--- src/hdl/tt_pkg.sv ---
// Shared types, constants and command codes for the transposition table.
`timescale 1ns / 1ps

package tt_pkg;

    localparam int INDEX_BITS_DEF = 16;
    localparam int MATE_SCORE_DEF = 32000;
    localparam int MAX_PLY_DEF    = 128;

    localparam int OCC_SLOTS = 1000;
    localparam int KEY_W     = 64;
    localparam int PLY_W     = 7;
    localparam int SCORE_W   = 16;
    localparam int DEPTH_W   = 8;
    localparam int PAYLOAD_W = 16;
    localparam int AGE_W     = 6;
    localparam int OCC_W     = 10;

    typedef enum logic [1:0] {
        CMD_READ   = 2'd0,
        CMD_WRITE  = 2'd1,
        CMD_CLEAR  = 2'd2,
        CMD_OCCUPY = 2'd3
    } cmd_t;

    typedef struct packed {
        logic [KEY_W-1:0]            key;
        logic signed [SCORE_W-1:0]   score;
        logic signed [DEPTH_W-1:0]   depth;
        logic [PAYLOAD_W-1:0]        payload;
        logic [AGE_W-1:0]            age;
    } slot_t;

    typedef struct packed {
        logic accept;
        logic lookup_done;
        logic walk_rd;
        logic walk_clr;
        logic finish;
    } tt_ctrl_t;

    typedef struct packed {
        logic walk_occ_end;
        logic walk_top;
        logic out_free;
    } tt_status_t;

endpackage

--- src/hdl/tt_ctrl.sv ---
// Controller state machine sequencing lookups, occupancy walks and clears.
`timescale 1ns / 1ps

module tt_ctrl
    import tt_pkg::*;
(
    input  logic       clk,
    input  logic       rst_n,
    input  logic       in_valid,
    input  logic [1:0] command,
    output logic       in_ready,
    input  tt_status_t status,
    output tt_ctrl_t   ctrl
);

    typedef enum logic [6:0] {
        S_INIT     = 7'b0000001,
        S_IDLE     = 7'b0000010,
        S_LOOKUP   = 7'b0000100,
        S_OCC_WALK = 7'b0001000,
        S_OCC_TAIL = 7'b0010000,
        S_CLEAR    = 7'b0100000,
        S_FINISH   = 7'b1000000
    } state_t;

    state_t state_reg;
    state_t state_next;

    always_ff @(posedge clk or negedge rst_n)
    begin
        if (!rst_n)
        begin
            state_reg <= S_INIT;
        end
        else
        begin
            state_reg <= state_next;
        end
    end

    always_comb
    begin
        state_next = state_reg;
        ctrl       = '0;
        in_ready   = 1'b0;
        case (state_reg)
            S_INIT:
            begin
                ctrl.walk_clr = 1'b1;
                if (status.walk_top)
                begin
                    state_next = S_IDLE;
                end
            end
            S_IDLE:
            begin
                in_ready = 1'b1;
                if (in_valid)
                begin
                    ctrl.accept = 1'b1;
                    case (cmd_t'(command))
                        CMD_READ, CMD_WRITE: state_next = S_LOOKUP;
                        CMD_CLEAR:           state_next = S_CLEAR;
                        CMD_OCCUPY:          state_next = S_OCC_WALK;
                        default:             state_next = S_IDLE;
                    endcase
                end
            end
            S_LOOKUP:
            begin
                if (status.out_free)
                begin
                    ctrl.lookup_done = 1'b1;
                    state_next       = S_IDLE;
                end
            end
            S_OCC_WALK:
            begin
                ctrl.walk_rd = 1'b1;
                if (status.walk_occ_end)
                begin
                    state_next = S_OCC_TAIL;
                end
            end
            S_OCC_TAIL:
            begin
                state_next = S_FINISH;
            end
            S_CLEAR:
            begin
                ctrl.walk_clr = 1'b1;
                if (status.walk_top)
                begin
                    state_next = S_FINISH;
                end
            end
            S_FINISH:
            begin
                if (status.out_free)
                begin
                    ctrl.finish = 1'b1;
                    state_next  = S_IDLE;
                end
            end
            default:
            begin
                state_next = S_IDLE;
            end
        endcase
    end

endmodule

--- config.mk ---
export PLATFORM = sky130hd
export DESIGN_NAME = tt_ctrl
export DESIGN_NICKNAME = d
export VERILOG_FILES = /design/src/hdl/tt_pkg.sv /design/src/hdl/tt_ctrl.sv
export SDC_FILE = /design/constraint.sdc
export NUM_CORES = 1
export LEC_CHECK = 0
export BUFFER_PORTS_ARGS = -buffer_cell sky130_fd_sc_hd__buf_2
export CORE_AREA = 2 2 39 41
export CTS_BUF_LIST = sky130_fd_sc_hd__clkbuf_4 sky130_fd_sc_hd__clkbuf_8 sky130_fd_sc_hd__clkbuf_16
export DETAILED_ROUTE_END_ITERATION = 6
export DIE_AREA = 0 0 41 43
export PLACE_DENSITY = 0.68
export SYNTH_ARGS = -nofsm -noshare
export SYNTH_HDL_FRONTEND = slang
export SYNTH_SLANG_ARGS = --single-unit
--- constraint.sdc ---
create_clock -name clk -period 2.3 [get_ports clk]
set_input_delay 0.23 -clock clk [delete_from_list [all_inputs] [get_ports clk]]
set_output_delay 0.23 -clock clk [all_outputs]
set_load 0.02 [all_outputs]
==> summary.md, run 1 <==
| Metric | Value |
|---|---|
| Status | `finished clean` |
| CP startpoint kind | `flip-flop` |
| Share of cells above drive strength 1 | `0.357` |
| Worst Hold Launch | `status[1]` |
| Hold slack | `0.125 ns` |
| First-pass GRT wire length | `1650 um` |
| CTS tree | `yes` |
| Met2 Usage GRT | `0.213` |
| # rows | `14` |
| Layout Area Growth over Synthesis | `22.4%` |
| Net switching power | `308 uW` |
| Dpl cells | `81` |
| TNS Setup | `0 ns` |
| First DRT Iteration DRCs | `8` |
| Cell area after layout | `608 um2` |
| Fin crit period | `1.98 ns` |
| WL/cell | `11.5 um` |
| Die width | `41 um` |
| RD Place Congestion | `0.794` |
| Setup crit end | `state_reg[2]$_DFFE_PN0P_` |
| RSZ-0062 raised after global routing | `false` |
| Post-synthesis mux area share | `0.0529` |
| Nets | `79` |
| Sequential share of power | `0.289` |
| Reg2reg end | `state_reg[2]$_DFFE_PN0P_` |
| Gr busiest metal | `met2` |
| Port bufs | `13` |
| Start point of the critical path | `state_reg[5]$_DFFE_PN0P_` |
| Slew headroom | `0.795` |
| Clk sink count | `7` |
| Initial antenna violation count | `0` |
| Synth top cells by count | `dfrtp_1 (6), nor2_1 (6), nand2_1 (4)` |
| Reg-to-Reg Start | `state_reg[5]$_DFFE_PN0P_` |
| Seq/Total Area, Yosys | `0.355` |
| Leading area contributor after synthesis | `dfrtp_1` |
| XOR/XNOR Fraction of Synth Area | `0.0529` |
| Clock buffer depth | `2` |
| Final Hold Fails | `0` |
| Die height | `43 um` |
| Critical-path cell list | `or4_4, or4_4, nand3_2, mux2_4` |
| Mapped Cells | `53` |
| Clk_lat worst skew | `0.26 ns` |
| Crit-path max cell delay | `0.52 ns` |
| M1 GR Usage | `0.166` |
| Setup violators final | `0` |
| Fin Clk Skew | `0.000526 ns` |
| FF+latch count, synth | `7` |
| Post-DP HPWL | `815 um` |
| Yosys Warn Count | `0` |
| Crit path buf inv count | `0` |
| Root Driver | `clkbuf_4` |
| Critical path class | `reg2reg` |
| Hold Path Class | `in2reg` |
| Ys flop type | `dfrtp_1` |
| Ys async rst share | `1.00` |
| Max reg flops | `7` |
| Largest net degree at the start of global routing | `9` |
| 1st-pass router iterations | `3` |
| Yosys top cell area share | `0.302` |
| Comb pwr share | `0.548` |
| WP data required | `2.44 ns` |
| Multi-input gate area | `290 um2` |
| TritonCTS Buffers | `3` |
| Distinct cells, synth | `28` |
| Slowest-stage cell, CP | `or4_4` |
| Pwr dens | `1150 nW/um2` |
| Leakage | `0.300 nW` |
| Layout Cells excl Fill | `86` |
| DRC viols | `0` |
| Final ANT Viol Nets | `0` |
| Post-Route WL | `986 um` |
| Global-route met3 utilization | `0.0785` |
| Io pins | `14` |
| Critical-path maximum fanout | `8` |
| CP endpoint kind | `flip-flop` |
| Slew @ Worst Pin | `0.305 ns` |
| Post-DP Area | `571 um2` |
| GRT overflow | `0` |
| Cell-internal power | `391 uW` |
| Synthesized area per cell | `9.37 um2` |
| Sequential Area | `176 um2` |
| Vias in the first global route | `420` |
| Crit path max-delay family | `simple AND/OR/NAND/NOR gates` |
| Crit share post-route | `0.860` |
| Simple-Gate Fraction of Synth Area | `0.378` |
| Fmax | `506 MHz` |
| EDFF count, synth | `0` |
| Via count | `458` |
| Stages on the worst setup path | `4` |
| Setup Fix Bufs, Post-CTS | `0` |
| Peak supply drop | `0.000577 V` |
| Total power draw | `699 uW` |
| Initial Util | `0.359` |
| H-tree depth | `1` |
| GRT Util Overall | `0.147` |
| Most used cell, CP | `or4_4` |
| Filler cells | `144` |
| Clock power share | `0.162` |
| Net Sw Frac | `0.440` |
| Reg2Reg Setup Slack | `0.32 ns` |
| Fraction of the mapped netlist area in adder cells | `0` |
| Vias per inst | `5.33` |
| Ant diodes | `0` |
| FF-to-FF path depth | `4` |
| Crit path DAT | `2.12 ns` |
| Full die area | `1760 um2` |
| Syn nets | `61` |
| Largest cells by area after synthesis | `dfrtp_1 (30%), dfstp_2 (5.3%), nor2_1 (4.5%)` |
| Compound-Gate Fraction of Synth Area | `0.101` |
| Synthesized area | `497 um2` |
| MaxCap Viol Count | `0` |
| Largest family of logic cells by synthesized area | `simple AND/OR/NAND/NOR gates` |
| Clock slew at reported path FFs | `0.05 ns` |
| Slew Viols, Final | `0` |
| Core area | `1380 um2` |
==> power groups by stage <==
stage          Sequential [mW]  Clock (mW)  Combinational (mW)
2_1_floorplan            0.186           0               0.317
3_3_place_gp             0.201           0               0.381
3_5_place_dp             0.204           0               0.384
4_1_cts                  0.202       0.120               0.386
5_1_grt                  0.209       0.130               0.427
6_report                 0.202       0.114               0.383
==> placed cells by master, fill, tap and decap left out, types with 2 or more instances in the layout <==
cell type,synthesis,layout
nor3_1,2,2
or4_4,2,2
xnor2_1,2,2
nor2_1,6,6
buf_2,0,13
nor2b_1,2,2
inv_1,3,3
nand3_1,3,3
o21ai_0,2,2
nor3b_1,3,3
dfrtp_1,6,6
nand2_1,4,4
clkbuf_4,0,3
and4b_1,2,2
==> routing by layer <==
metal | share of wire | vias to the layer above
met5 | 0 | -
met4 | 0.021 | 0
met3 | 0.056 | 4
met2 | 0.50 | 11
met1 | 0.42 | 213
li1 | - | 230
==> repair_timing <==
action | 4_1_cts | 5_1_grt
endpoints found under the setup margin | 0 | 0
resized for setup | 0 | 0
hold endpoints to repair | 6 | 0
hold buffers | 1 | 0
==> final cells by class <==
type,instances,share of cell area
multi-input cells,41,0.477
flip-flops and latches,7,0.290
repair buffers,15,0.136
clock buffers,3,0.0370
well taps,16,0.0329
inverters,3,0.0185
clock inverters,1,0.00823
==> worst reg2reg max path, delay by kind of cell, from the launching register on <==
family | cells | cell delay, ns
simple gates | 3 | 1.11
flops | 1 | 0.46
mux | 1 | 0.29
==> worst min path at each step <==
stage	slack, ns	to	cells past startpoint
global placement	0.07	state_reg[6]$_DFFE_PN0P_	1
detailed placement	0.07	state_reg[6]$_DFFE_PN0P_	1
finish	0.13	state_reg[0]$_DFFE_PN1P_	2
global route	0.12	state_reg[0]$_DFFE_PN1P_	2
CTS	0.12	state_reg[0]$_DFFE_PN1P_	2
floorplan	-0.07	state_reg[1]$_DFFE_PN0P_	0
==> stage by stage <==
step | setup WS (ns) | util
6_report | 0.322 | 0.439
5_1_grt | 0.244 | 0.439
4_1_cts | 0.317 | 0.439
3_5_place_dp | 0.331 | 0.412
3_3_place_gp | 0.346 | 0.412
2_1_floorplan | 0.348 | -
==> cell families (layout without fill, tap and decap cells) <==
group	count (synthesis)	after routing
flip-flops	7	7
AND/OR/NAND/NOR	29	29
buffers and inverters	5	22
multiplexers	2	2
AO/OA/AOI/OAI	7	7
XOR/XNOR	3	3
(Power assumes the default switching activity.)
==> inputs of run 2 (changes only) <==
--- a/config.mk
+++ b/config.mk
@@ -10,7 +10,7 @@
 export CTS_BUF_LIST = sky130_fd_sc_hd__clkbuf_4 sky130_fd_sc_hd__clkbuf_8 sky130_fd_sc_hd__clkbuf_16
 export DETAILED_ROUTE_END_ITERATION = 6
 export DIE_AREA = 0 0 41 43
-export PLACE_DENSITY = 0.68
+export PLACE_DENSITY = 0.57
 export SYNTH_ARGS = -nofsm -noshare
 export SYNTH_HDL_FRONTEND = slang
 export SYNTH_SLANG_ARGS = --single-unit
==> run 2 against run 1 <==
Clock-buffer cell count rose by 1; non-clock buffer count did not move; final cell count unchanged; sequential share of layout area decreased by 0.12 points; worst setup slack got worse by 0.022 ns; first-iteration DRC count rose by 13%; via count decreased by 6.6%; clock power rose by 7%; combinational power about the same; core utilization grew 0.18 points; highest routed layer is now met3.
==> summary.md, run 2 (synthesis results as in run 1) <==
| Metric | Value |
|---|---|
| Slew headroom | `0.811 (was 0.795)` |
| WP data required | `2.43 ns (was 2.44 ns)` |
| Most used cell, CP | `or4_4 (unchanged)` |
| CP startpoint kind | `flip-flop (unchanged)` |
| First DRT Iteration DRCs | `9 (was 8)` |
| Die width | `41 um (unchanged)` |
| Slew @ Worst Pin | `0.280 ns (was 0.305 ns)` |
| Crit path buf inv count | `0 (unchanged)` |
| Crit path DAT | `2.13 ns (was 2.12 ns)` |
| Leakage | `0.301 nW (was 0.300 nW)` |
| GRT Util Overall | `0.134 (was 0.147)` |
| FF-to-FF path depth | `4 (unchanged)` |
| WL/cell | `11.2 um (was 11.5 um)` |
| GRT overflow | `0 (unchanged)` |
| Clock slew at reported path FFs | `0.05 ns (about the same)` |
| 1st-pass router iterations | `2 (was 3)` |
| Reg2Reg Setup Slack | `0.30 ns (was 0.32 ns)` |
| # rows | `14 (unchanged)` |
| Fin Clk Skew | `0.00602 ns (was 0.000526 ns)` |
| Hold Path End | `state_reg[0]$_DFFE_PN1P_ (unchanged)` |
| CTS tree | `yes (unchanged)` |
| Reg-to-Reg Start | `state_reg[1]$_DFFE_PN0P_ (was state_reg[5]$_DFFE_PN0P_)` |
| MaxCap Viol Count | `0 (unchanged)` |
| Final Hold Fails | `0 (unchanged)` |
| Via count | `428 (was 458)` |
| Total power draw | `708 uW (was 699 uW)` |
| Io pins | `14 (unchanged)` |
| RSZ-0062 raised after global routing | `false (unchanged)` |
| Root Driver | `clkbuf_4 (unchanged)` |
| Most frequent cells in the layout | `buf_2 (13), nor2_1 (6), dfrtp_1 (6) (unchanged)` |
| Post-Route WL | `963 um (was 986 um)` |
| Port bufs | `13 (unchanged)` |
| Vias per inst | `4.98 (was 5.33)` |
| Status | `finished clean (unchanged)` |
| Post-cts resize count | `0 (unchanged)` |
| Clock buffer depth | `2 (unchanged)` |
| Die height | `43 um (unchanged)` |
| Pwr dens | `1160 nW/um2 (was 1150 nW/um2)` |
| Fin crit period | `2.00 ns (was 1.98 ns)` |
| Full die area | `1760 um2 (unchanged)` |
| Critical-path cell list | `or4_4, or4_4, nand3_2, mux2_4 (unchanged)` |
| Slowest-stage cell, CP | `or4_4 (unchanged)` |
| Crit-path max cell delay | `0.56 ns (was 0.52 ns)` |
| Hold Path Class | `in2reg (unchanged)` |
| Final ANT Viol Nets | `0 (unchanged)` |
| Peak supply drop | `0.000557 V (was 0.000577 V)` |
| Initial antenna violation count | `0 (unchanged)` |
| Initial Util | `0.359 (unchanged)` |
| Share of cells above drive strength 1 | `0.357 (unchanged)` |
| Fmax | `500 MHz (was 506 MHz)` |
| Max reg flops | `7 (unchanged)` |
| RD Place Congestion | `0.776 (was 0.794)` |
| TNS Setup | `0 ns (unchanged)` |
| DRC viols | `0 (unchanged)` |
| Largest net degree at the start of global routing | `9 (unchanged)` |
| Core area | `1380 um2 (unchanged)` |
| Clk sink count | `7 (unchanged)` |
| Reg2reg end | `state_reg[2]$_DFFE_PN0P_ (unchanged)` |
| H-tree depth | `1 (unchanged)` |
| TritonCTS Buffers | `3 (unchanged)` |
| Setup Fix Bufs, Post-CTS | `0 (unchanged)` |
| Critical path class | `reg2reg (unchanged)` |
| Slew Viols, Final | `0 (unchanged)` |
| Worst Hold Launch | `status[1] (unchanged)` |
| Critical-path maximum fanout | `6 (was 8)` |
| Ant diodes | `0 (unchanged)` |
| First-pass GRT wire length | `1580 um (was 1650 um)` |
| Crit share post-route | `0.870 (was 0.860)` |
| Most common cell after layout, fill and taps aside | `buf_2 (unchanged)` |
| Nets | `79 (unchanged)` |
| Setup violators final | `0 (unchanged)` |
| Vias in the first global route | `395 (was 420)` |
| CP endpoint kind | `flip-flop (unchanged)` |
| Post-DP HPWL | `774 um (was 815 um)` |
| Crit path max-delay family | `simple AND/OR/NAND/NOR gates (unchanged)` |
| Layout Area Growth over Synthesis | `22.9% (was 22.4%)` |
| Dpl cells | `81 (unchanged)` |
| Clk_lat worst skew | `0.25 ns (was 0.26 ns)` |
| WHS Path Cells | `2 (unchanged)` |
| Layout Cells excl Fill | `86 (unchanged)` |
## run 2: cell count changes in the layout (fill, tap and decap cells not counted), sizes merged
cell,previous run,this run
clkbuf,3,4
clkinv,1,0
## run 2: layer usage
layer,vias to the layer above,routed length [um],GRT usage,share of wire
li1,227,-,-,-
met1,194,490,0.182,0.51
met2,7,438,0.181,0.45
met3,0,34,0.0471,0.035
met4,0,0,0.0667,0
met5,-,0,0,0
## run 2: worst max path at each step
stage	startpoint	to	cells past startpoint
floorplan	state_reg[5]$_DFFE_PN0P_	state_reg[2]$_DFFE_PN0P_	5
global placement	state_reg[5]$_DFFE_PN0P_	state_reg[2]$_DFFE_PN0P_	4
detailed placement	state_reg[5]$_DFFE_PN0P_	state_reg[2]$_DFFE_PN0P_	4
CTS	state_reg[5]$_DFFE_PN0P_	state_reg[2]$_DFFE_PN0P_	4
global route	state_reg[5]$_DFFE_PN0P_	state_reg[2]$_DFFE_PN0P_	4
finish	state_reg[1]$_DFFE_PN0P_	state_reg[2]$_DFFE_PN0P_	4
## run 2: layout make-up
type                            instances  area (um2)
Clock buffer                            4        30.0
Fill cell                             140         773
Inverter                                3        11.3
Multi-Input combinational cell         41         290
Sequential cell                         7         176
Tap cell                               16        20.0
Timing Repair Buffer                   15        82.6
## run 2: power by group
part,internal [mW],switching (mW),leakage (nW)
logic,0.172,0.210,0.192
registers,0.155,0.0484,0.0898
clock network,0.0779,0.0438,0.0184
## run 2: through the flow
stage	hold slack, ns	util	cell area (um2)	setup WS (ns)
6_report	0.143	0.441	611	0.300
5_1_grt	0.145	0.441	611	0.260
4_1_cts	0.134	0.441	611	0.300
3_5_place_dp	0.0745	0.412	571	0.310
3_3_place_gp	0.0798	0.412	571	0.341
2_1_floorplan	-0.0656	-	497	0.348
## run 2: timing repair
action,4_1_cts,5_1_grt
endpoints found under the setup margin,0,0
hold endpoints to repair,6,0
hold buffers,1,0
## run 2: worst reg2reg max path: cells and delay by family (launching register included)
family           cells  cell delay, ns
flip-flops           1            0.42
AND/OR/NAND/NOR      3            1.16
multiplexers         1            0.30
